[src/design/assert_macros.svh]
// Assertion helper macros shared by the receiver RTL.
// Depends on nothing; taken in by `include where assertions are written.
`ifndef ASSERT_MACROS_SVH
`define ASSERT_MACROS_SVH

// Clocked check, switched off while reset is asserted (active low).
`define CRC8FR_ASSERT(lbl, clk, rst_n, prop, msg) \
    lbl: assert property (@(posedge clk) disable iff (!rst_n) (prop)) else $error(msg);

// Clocked check that also holds during reset.
`define CRC8FR_ASSERT_ALWAYS(lbl, clk, prop, msg) \
    lbl: assert property (@(posedge clk) (prop)) else $error(msg);

`endif

[src/design/crc8fr_pkg.sv]
// Shared types, constants and the CRC-8 byte update for the frame receiver.
// Depends on nothing.
package crc8fr_pkg;

    localparam int MAX_PAYLOAD_DEF = 12;
    localparam int NUM_REPORTED    = 5;   // payload bytes 0..4 are reported

    localparam logic [7:0] HDR_FIRST  = 8'h55;
    localparam logic [7:0] HDR_SECOND = 8'hAA;
    localparam logic [7:0] CRC_POLY   = 8'h8C;

    typedef enum logic [1:0] {
        ST_GOOD      = 2'd0,
        ST_CHECK_ERR = 2'd1,
        ST_BAD_LEN   = 2'd2
    } t_status;

    typedef struct packed {
        t_status            status;
        logic signed [15:0] first_word;
        logic signed [15:0] second_word;
        logic        [7:0]  flag_byte;
        logic        [7:0]  payload_length;
    } t_result;

    // Reflected CRC-8, one byte, bits taken LSB first.
    function automatic logic [7:0] crc8_byte(input logic [7:0] crc, input logic [7:0] b);
        logic [7:0] v;
        v = crc ^ b;
        for (int i = 0; i < 8; i++) begin
            if (v[0]) begin
                v = (v >> 1) ^ CRC_POLY;
            end else begin
                v = v >> 1;
            end
        end
        return v;
    endfunction

    // Check value after the two header bytes.
    localparam logic [7:0] HDR_CRC = crc8_byte(crc8_byte(8'h00, HDR_FIRST), HDR_SECOND);

endpackage

[src/design/crc8fr_if.sv]
// Valid/ready channel interfaces for received bytes and frame results.
// Depends on nothing.
interface crc8fr_rx_if;
    logic       valid;
    logic       ready;
    logic [7:0] rx_byte;

    modport source (output valid, output rx_byte, input ready);
    modport sink   (input valid, input rx_byte, output ready);
endinterface

interface crc8fr_res_if;
    logic               valid;
    logic               ready;
    logic        [1:0]  status;
    logic signed [15:0] first_word;
    logic signed [15:0] second_word;
    logic        [7:0]  flag_byte;
    logic        [7:0]  payload_length;

    modport source (output valid, output status, output first_word, output second_word,
                    output flag_byte, output payload_length, input ready);
    modport sink   (input valid, input status, input first_word, input second_word,
                    input flag_byte, input payload_length, output ready);
endinterface

[src/design/crc8fr_core.sv]
// Deframing state machine with CRC check, payload store and result register.
// Depends on crc8fr_pkg and assert_macros.svh.
`include "assert_macros.svh"

module crc8fr_core #(
    parameter int MAX_PAYLOAD = crc8fr_pkg::MAX_PAYLOAD_DEF
) (
    input  logic                i_clk,
    input  logic                i_rst_n,
    input  logic                i_valid,
    input  logic [7:0]          i_byte,
    output logic                o_take,
    output logic                o_res_valid,
    output crc8fr_pkg::t_result o_res,
    input  logic                i_res_ready
);
    import crc8fr_pkg::*;

    localparam int CNT_W = $clog2(MAX_PAYLOAD + 1);

    typedef enum logic [1:0] {
        PH_LENGTH,
        PH_PAYLOAD,
        PH_CHECK,
        PH_TRAILER
    } t_phase;

    logic             r_hunting, n_hunting;
    logic [7:0]       r_prev, n_prev;
    t_phase           r_phase, n_phase;
    logic [CNT_W-1:0] r_count, n_count;
    logic [CNT_W-1:0] r_frame_len, n_frame_len;
    logic [7:0]       r_crc, n_crc;
    logic             r_trailer, n_trailer;
    logic [7:0]       r_store [NUM_REPORTED];
    logic [7:0]       n_store [NUM_REPORTED];
    logic             r_res_valid;
    t_result          r_res, n_res;
    logic             emit;
    logic             advance;
    logic [CNT_W-1:0] count_inc;

    assign advance   = i_valid && (!r_res_valid || i_res_ready);
    assign o_take    = advance;
    assign count_inc = r_count + 1'b1;

    always_comb begin
        n_hunting   = r_hunting;
        n_prev      = r_prev;
        n_phase     = r_phase;
        n_count     = r_count;
        n_frame_len = r_frame_len;
        n_crc       = r_crc;
        n_trailer   = r_trailer;
        n_store     = r_store;
        emit        = 1'b0;
        n_res       = '{status: ST_GOOD, first_word: '0, second_word: '0,
                        flag_byte: '0, payload_length: '0};

        if (r_hunting) begin
            if (i_byte == HDR_SECOND) begin
                if (r_prev == HDR_FIRST) begin
                    n_hunting = 1'b0;
                    n_phase   = PH_LENGTH;
                    n_count   = '0;
                    n_trailer = 1'b0;
                    n_crc     = HDR_CRC;
                end
            end else begin
                n_prev = i_byte;
            end
        end else begin
            case (r_phase)
                PH_LENGTH: begin
                    if (i_byte == 8'd0 || i_byte > 8'(MAX_PAYLOAD)) begin
                        emit                 = 1'b1;
                        n_res.status         = ST_BAD_LEN;
                        n_res.payload_length = i_byte;
                    end else begin
                        n_frame_len = CNT_W'(i_byte);
                        n_count     = '0;
                        n_crc       = crc8_byte(r_crc, i_byte);
                        n_phase     = PH_PAYLOAD;
                    end
                end
                PH_PAYLOAD: begin
                    for (int i = 0; i < NUM_REPORTED; i++) begin
                        if (r_count == CNT_W'(i)) begin
                            n_store[i] = i_byte;
                        end
                    end
                    n_crc   = crc8_byte(r_crc, i_byte);
                    n_count = count_inc;
                    if (count_inc >= r_frame_len) begin
                        n_phase = PH_CHECK;
                    end
                end
                PH_CHECK: begin
                    if (i_byte != r_crc) begin
                        emit                 = 1'b1;
                        n_res.status         = ST_CHECK_ERR;
                        n_res.payload_length = 8'(r_frame_len);
                    end else begin
                        n_trailer = 1'b0;
                        n_phase   = PH_TRAILER;
                    end
                end
                default: begin
                    if (!r_trailer) begin
                        n_trailer = 1'b1;
                    end else begin
                        emit                 = 1'b1;
                        n_res.status         = ST_GOOD;
                        n_res.first_word     = {r_store[1], r_store[0]};
                        n_res.second_word    = {r_store[3], r_store[2]};
                        n_res.flag_byte      = r_store[4];
                        n_res.payload_length = 8'(r_frame_len);
                    end
                end
            endcase
            // every result ends the frame: back to hunting
            if (emit) begin
                n_hunting   = 1'b1;
                n_prev      = '0;
                n_phase     = PH_LENGTH;
                n_count     = '0;
                n_frame_len = '0;
                n_crc       = '0;
                n_trailer   = 1'b0;
            end
        end
    end

    always_ff @(posedge i_clk) begin
        if (!i_rst_n) begin
            r_hunting   <= 1'b1;
            r_prev      <= '0;
            r_phase     <= PH_LENGTH;
            r_count     <= '0;
            r_frame_len <= '0;
            r_crc       <= '0;
            r_trailer   <= 1'b0;
            for (int i = 0; i < NUM_REPORTED; i++) begin
                r_store[i] <= '0;
            end
            r_res_valid <= 1'b0;
        end else begin
            if (advance && emit) begin
                r_res_valid <= 1'b1;
                r_res       <= n_res;
            end else if (r_res_valid && i_res_ready) begin
                r_res_valid <= 1'b0;
            end
            if (advance) begin
                r_hunting   <= n_hunting;
                r_prev      <= n_prev;
                r_phase     <= n_phase;
                r_count     <= n_count;
                r_frame_len <= n_frame_len;
                r_crc       <= n_crc;
                r_trailer   <= n_trailer;
                r_store     <= n_store;
            end
        end
    end

    assign o_res_valid = r_res_valid;
    assign o_res       = r_res;

    `CRC8FR_ASSERT(a_res_from_byte, i_clk, i_rst_n, $rose(r_res_valid) |-> $past(advance), "result appeared without a byte transfer")
    `CRC8FR_ASSERT(a_hunt_phase, i_clk, i_rst_n, r_hunting |-> (r_phase == PH_LENGTH), "hunting outside length phase")
    `CRC8FR_ASSERT(a_count_bound, i_clk, i_rst_n, (r_phase == PH_PAYLOAD) |-> (r_count < r_frame_len), "payload count overran frame length")
    `CRC8FR_ASSERT(a_err_no_data, i_clk, i_rst_n, (r_res_valid && r_res.status != ST_GOOD) |-> (r_res.first_word == 16'sd0 && r_res.second_word == 16'sd0 && r_res.flag_byte == 8'd0), "error result carries payload data")

endmodule

[src/design/crc8_frame_receiver.sv]
// Top level of the framed serial receiver: input register and core hookup.
// Depends on crc8fr_pkg, crc8fr_if and crc8fr_core.
//
// Takes one received byte per transfer on i_rx and hunts for the header
// 0x55 0xAA, then reads a length byte (1..MAX_PAYLOAD), that many payload
// bytes, a reflected CRC-8 check byte (poly 0x8C, init 0, over header,
// length and payload) and two unchecked trailer bytes. One result per
// frame leaves on o_res: status 0 good (words from payload bytes 0..3,
// little endian, flag from byte 4), 1 check mismatch, 2 bad length; an
// error result carries zero data and the receiver resynchronises at once.
// Rate: one byte per clock while results are taken. A byte is held in
// the input register, then folded into the state machine, whose CRC
// update is a combinational XOR network; the result enters the output
// register as the byte ending the frame leaves the input register. The
// input side stalls only while the output register holds a result that
// is not taken and a further byte is waiting. Payload bytes that a
// short frame does not write keep the contents of earlier frames.

module crc8_frame_receiver #(
    parameter int MAX_PAYLOAD = crc8fr_pkg::MAX_PAYLOAD_DEF
) (
    input  logic   i_clk,
    input  logic   i_rst_n,
    crc8fr_rx_if.sink    i_rx,
    crc8fr_res_if.source o_res
);
    import crc8fr_pkg::*;

    // input register: one byte waiting for the state machine
    logic       r_in_valid;
    logic [7:0] r_in_byte;
    logic       core_take;
    logic       res_valid;
    t_result    res;

    // free, or the held byte moves on this cycle
    assign i_rx.ready = !r_in_valid || core_take;

    always_ff @(posedge i_clk) begin
        if (!i_rst_n) begin
            r_in_valid <= 1'b0;
        end else begin
            if (i_rx.valid && i_rx.ready) begin
                r_in_valid <= 1'b1;
                r_in_byte  <= i_rx.rx_byte;
            end else if (core_take) begin
                r_in_valid <= 1'b0;
            end
        end
    end

    crc8fr_core #(
        .MAX_PAYLOAD (MAX_PAYLOAD)
    ) u_core (
        .i_clk       (i_clk),
        .i_rst_n     (i_rst_n),
        .i_valid     (r_in_valid),
        .i_byte      (r_in_byte),
        .o_take      (core_take),
        .o_res_valid (res_valid),
        .o_res       (res),
        .i_res_ready (o_res.ready)
    );

    // result register lives in the core; map it onto the channel
    assign o_res.valid          = res_valid;
    assign o_res.status         = res.status;
    assign o_res.first_word     = res.first_word;
    assign o_res.second_word    = res.second_word;
    assign o_res.flag_byte      = res.flag_byte;
    assign o_res.payload_length = res.payload_length;

endmodule
[src/flat_wrapper.sv]
// flat-port wrapper written by rule: the top's interface ports become plain ports
module crc8_frame_receiver_flat import crc8fr_pkg::*;
#(
    parameter int MAX_PAYLOAD = crc8fr_pkg::MAX_PAYLOAD_DEF
)
  (i_clk, i_rst_n, i_rx_valid, i_rx_rx_byte, i_rx_ready, o_res_valid, o_res_status, o_res_first_word, o_res_second_word, o_res_flag_byte, o_res_payload_length, o_res_ready);
  crc8fr_rx_if i_rx_i ();
  crc8fr_res_if o_res_i ();
  input  logic i_clk;
  input  logic i_rst_n;
  input wire logic [$bits(i_rx_i.valid)-1:0] i_rx_valid;
  input wire logic [$bits(i_rx_i.rx_byte)-1:0] i_rx_rx_byte;
  output wire logic [$bits(i_rx_i.ready)-1:0] i_rx_ready;
  output wire logic [$bits(o_res_i.valid)-1:0] o_res_valid;
  output wire logic [$bits(o_res_i.status)-1:0] o_res_status;
  output wire logic [$bits(o_res_i.first_word)-1:0] o_res_first_word;
  output wire logic [$bits(o_res_i.second_word)-1:0] o_res_second_word;
  output wire logic [$bits(o_res_i.flag_byte)-1:0] o_res_flag_byte;
  output wire logic [$bits(o_res_i.payload_length)-1:0] o_res_payload_length;
  input wire logic [$bits(o_res_i.ready)-1:0] o_res_ready;
  assign i_rx_i.valid = i_rx_valid;
  assign i_rx_i.rx_byte = i_rx_rx_byte;
  assign i_rx_ready = i_rx_i.ready;
  assign o_res_valid = o_res_i.valid;
  assign o_res_status = o_res_i.status;
  assign o_res_first_word = o_res_i.first_word;
  assign o_res_second_word = o_res_i.second_word;
  assign o_res_flag_byte = o_res_i.flag_byte;
  assign o_res_payload_length = o_res_i.payload_length;
  assign o_res_i.ready = o_res_ready;
  crc8_frame_receiver #(.MAX_PAYLOAD(MAX_PAYLOAD)) u_core (.i_clk(i_clk), .i_rst_n(i_rst_n), .i_rx(i_rx_i), .o_res(o_res_i));
endmodule
[config.mk]
export PLATFORM = sky130hd
export DESIGN_NAME = crc8_frame_receiver_flat
export DESIGN_NICKNAME = d
export VERILOG_FILES = /design/src/design/crc8fr_pkg.sv /design/src/design/crc8fr_if.sv /design/src/design/crc8fr_core.sv /design/src/design/crc8_frame_receiver.sv /design/src/flat_wrapper.sv
export VERILOG_INCLUDE_DIRS = /design/src /design/src/design
export SDC_FILE = /design/constraint.sdc
export NUM_CORES = 1
export LEC_CHECK = 0
export BUFFER_PORTS_ARGS = -buffer_cell sky130_fd_sc_hd__buf_2
export CAP_MARGIN = 0
export CORE_MARGIN = 2
export CORE_UTILIZATION = 62
export DETAILED_ROUTE_END_ITERATION = 6
export PLACE_DENSITY = 0.84
export SKIP_CTS_REPAIR_TIMING = 1
export SLEW_MARGIN = 20
export SYNTH_ARGS = -nofsm -noshare
export SYNTH_HDL_FRONTEND = slang
export SYNTH_HIERARCHICAL = 1
export SYNTH_SLANG_ARGS = --single-unit
[constraint.sdc]
create_clock -name i_clk -period 8.16 [get_ports i_clk]
set_clock_uncertainty 0.2 [all_clocks]
set_input_delay 1.224 -clock i_clk [delete_from_list [all_inputs] [get_ports i_clk]]
set_output_delay 1.224 -clock i_clk [all_outputs]
set_load 0.02 [all_outputs]
==> results.txt <==
Slew Limit Fails: 0
Root Buffer Master: clkbuf_8
Tcrit/Tclk final: 47.3%
status: complete, no violations
Core Region: 0.00872 mm^2
#FFs+latches synth: 128
Die Y: 98.8 um
Critical Path RT: 8.12 ns
RSZ-0062 raised after global routing: false
nets: 577
# port buffers: 63
hold path start: u_core/u_core/r_store[15]$_SDFFE_PN0P_
CTS tree: yes
Internal Power: 1.22 mW
FFs w/ async S/R, synth: 0%
Largest delay share family, worst path: simple AND/OR/NAND/NOR gates
Synth top cells by count: 70 x dfxtp_1, 58 x edfxtp_1, 44 x and2_1, 39 x nand2_1, 35 x nor2_1
full die area: 0.00976 mm^2
Tot GR Track Use: 27.5%
Post-synth EDFFs: 58
CP peak stage delay: 0.85 ns
Cell variety after synth: 65
Num CTS Buffers: 17
crit-path max FO: 40
Antenna Nets Post-Route: 0
leakage: 2.36 nW
Longest Clk Path Bufs: 2
clk slew on worst S/H paths: 0.06 ns
most common cell in the synthesized netlist: dfxtp_1
Ports: 64
Hold Crit Class: flip-flop to flip-flop
RR Startpoint: u_core/r_in_byte[0]$_DFFE_PP_
endpoints failing setup: 0
HPWL Detailed: 8360 um
Pwr per Cell Area: 234 mW/mm^2
WHS Endpoint: u_core/u_core/r_store[15]$_SDFFE_PN0P_
setup TNS: 0 ns
Sw Pwr: 0.326 mW
GR Overflow Total: 0
pin count of the biggest net entering global routing: 54
initial antenna violation count: 0
r2r setup slk: 4.30 ns
ys flop type: dfxtp_1
worst vdd ir: 0.000145 V
worst slew pin tran: 0.999 ns
share of cells above drive strength 1: 21.9%
synthesized instance count: 494
routed vias: 4095
Flop pwr share: 44.1%
DRT Wirelength: 13100 um
critical path arrival: 3.82 ns
Sw Ratio: 21.1%
share of the synthesized area in the top cell type: 31.3%
MaxCap Viol Count: 0
Starting Density: 63.9%
Comb pwr share: 2.4%
slowest library cell on the worst path: a311oi_2
cell taking the most area after synthesis: edfxtp_1
CP Buf/Inv Count: 1
die width: 98.8 um
relative slew slack: 33.4%
CP Cell Sequence: or4_1 > a311oi_2 > nor3_4 > nor2_4 > buf_4
FMAX: 259 MHz
clock network power share: 53.5%
Setup CP Type: flip-flop to flip-flop
first-pass GRT wire length: 20400 um
Synthesized Nets: 518
DRC viols: 0
syn_area_per_cell: 11.3 um^2
insertion delay to the later sink of the worst-skew pair: 0.52 ns
R2R Path End: u_core/u_core/o_res[4]$_SDFFCE_PP0P_
Hold Path Stages: 2
H-tree depth: 4
R2R depth: 5
Final Wtd Congestion: 0.903
DR WL/cell: 19.4 um
min Tclk post-route: 3.86 ns
CP Launch Type: flip-flop
Post-Layout Cell Count: 674
synth warn: 6
Diodes inserted: 0
Clock Sinks: 128
register area share after synthesis: 56.4%
row count: 34
synthesized area: 0.00557 mm^2
top post-synthesis cells by area: edfxtp_1 31%, dfxtp_1 25%, and2_1 4.9%
via/cell ratio: 6.08
dpl cells: 642
CP endpoint kind: flip-flop
Core Util, Final: 75.7%
1st-iter DRT viols: 317
Area growth syn-to-layout: 18.5%
TritonRoute pass-1 iters: 6
vias in the first global route: 4031
Hold Vio Cnt, Final: 0
-- per-layer routing --
| metal | wire length (um) | share of wire [%] | vias to the layer above | GRT usage (%) |
|---|---|---|---|---|
| met3 | 882 | 6.7 | 38 | 8.58 |
| li1 | - | - | 1875 | - |
| met2 | 6660 | 51 | 221 | 46.1 |
| met1 | 5030 | 38 | 1961 | 32.2 |
| met4 | 495 | 3.8 | 0 | 13.2 |
| met5 | 0 | 0 | - | 0 |
-- cells by family (layout without fill, tap and decap cells) --
| logic type | after synthesis | after routing | synth area share, % |
|---|---|---|---|
| flops | 128 | 128 | 56.4 |
| buf+inv | 43 | 115 | 3.28 |
| simple gates | 185 | 185 | 18.7 |
| compound gates | 86 | 86 | 12.3 |
| mux | 16 | 16 | 2.88 |
| fa+ha+maj | 12 | 12 | 2.70 |
| xor+xnor | 24 | 24 | 3.77 |
-- power by group through the flow --
stage	sequential [mW]	combinational (mW)	clock, mW
floorplan	0.686	0.0313	0
global placement	0.693	0.0339	0
detailed placement	0.693	0.0352	0
CTS	0.680	0.0356	0.832
global route	0.680	0.0389	0.860
finish	0.680	0.0365	0.826
-- cell usage in the layout (no fill, tap or decap), types with 3 or more instances in the layout --
cell       Yosys  routed
inv_1         15      15
dfxtp_1       70      70
and2_1        44      44
edfxtp_1      58      58
a31oi_1        5       5
a22oi_1        4       4
a32o_1         4       4
xnor2_1       15      15
nand2b_1       5       5
nand4_1        4       4
clkinv_2       0       3
and3_1         5       5
buf_2          8      63
o21ai_0        5       5
mux2i_1       16      16
nand3_1       30      30
a21oi_1       29      29
bufinv_16      0       5
o2bb2ai_1      4       4
xor2_1         9       9
buf_4          1       4
nand2_1       39      39
nor2_1        35      34
a22o_1        12      12
clkbuf_16      0      16
inv_6          0       4
ha_1          12      12
-- worst max path at each step --
stage                                  start                              endpoint  cells after the start
6_report       u_core/r_in_byte[0]$_DFFE_PP_  u_core/u_core/o_res[4]$_SDFFCE_PP0P_                      5
5_1_grt        u_core/r_in_byte[0]$_DFFE_PP_  u_core/u_core/o_res[3]$_SDFFCE_PP0P_                      5
4_1_cts        u_core/r_in_byte[0]$_DFFE_PP_  u_core/u_core/o_res[4]$_SDFFCE_PP0P_                      5
3_5_place_dp   u_core/r_in_byte[0]$_DFFE_PP_  u_core/u_core/o_res[4]$_SDFFCE_PP0P_                      5
3_3_place_gp   u_core/r_in_byte[0]$_DFFE_PP_  u_core/u_core/o_res[4]$_SDFFCE_PP0P_                      5
2_1_floorplan                    o_res_ready  u_core/u_core/o_res[0]$_SDFFCE_PP0P_                      5
-- flip-flops by register name, indices dropped and copies added, names as in the netlist --
signal                     flops
u_core/u_core/r_store         40
u_core/u_core/r_count          4
u_core/u_core/r_frame_len      4
u_core/u_core/r_prev           8
u_core/u_core/r_trailer        1
u_core/r_in_byte               8
u_core/u_core/o_res           50
u_core/u_core/r_hunting        1
u_core/u_core/o_res_valid      1
u_core/r_in_valid              1
u_core/u_core/r_phase          2
u_core/u_core/r_crc            8
-- through the flow --
step / power (mW) / cell area (um^2) / hold slack, ns / setup WS [ns]
global placement: 0.727 / 5950 / 0.241 / 4.59
detailed placement: 0.729 / 5950 / 0.245 / 4.44
finish: 1.54 / 6600 / 0.255 / 4.30
floorplan: 0.717 / 5570 / 0.232 / 3.55
CTS: 1.55 / 6600 / 0.256 / 4.36
global route: 1.58 / 6600 / 0.273 / 4.19
-- cell type report --
| type | instances | area, um^2 |
|---|---|---|
| clock buffer | 17 | 414 |
| tap | 108 | 135 |
| inverter | 16 | 60.1 |
| fill | 545 | 2120 |
| sequential | 128 | 3140 |
| timing repair buffer | 67 | 345 |
| multi-input combinational | 323 | 2270 |
| clock inverter | 15 | 230 |
-- worst register-to-register path, stage by stage, from the launching register on --
cell and delay, ns:
edfxtp_1 0.64, or4_1 0.69, a311oi_2 0.85, nor3_4 0.17, nor2_4 0.39, buf_4 0.52
(Power assumes the default switching activity.)
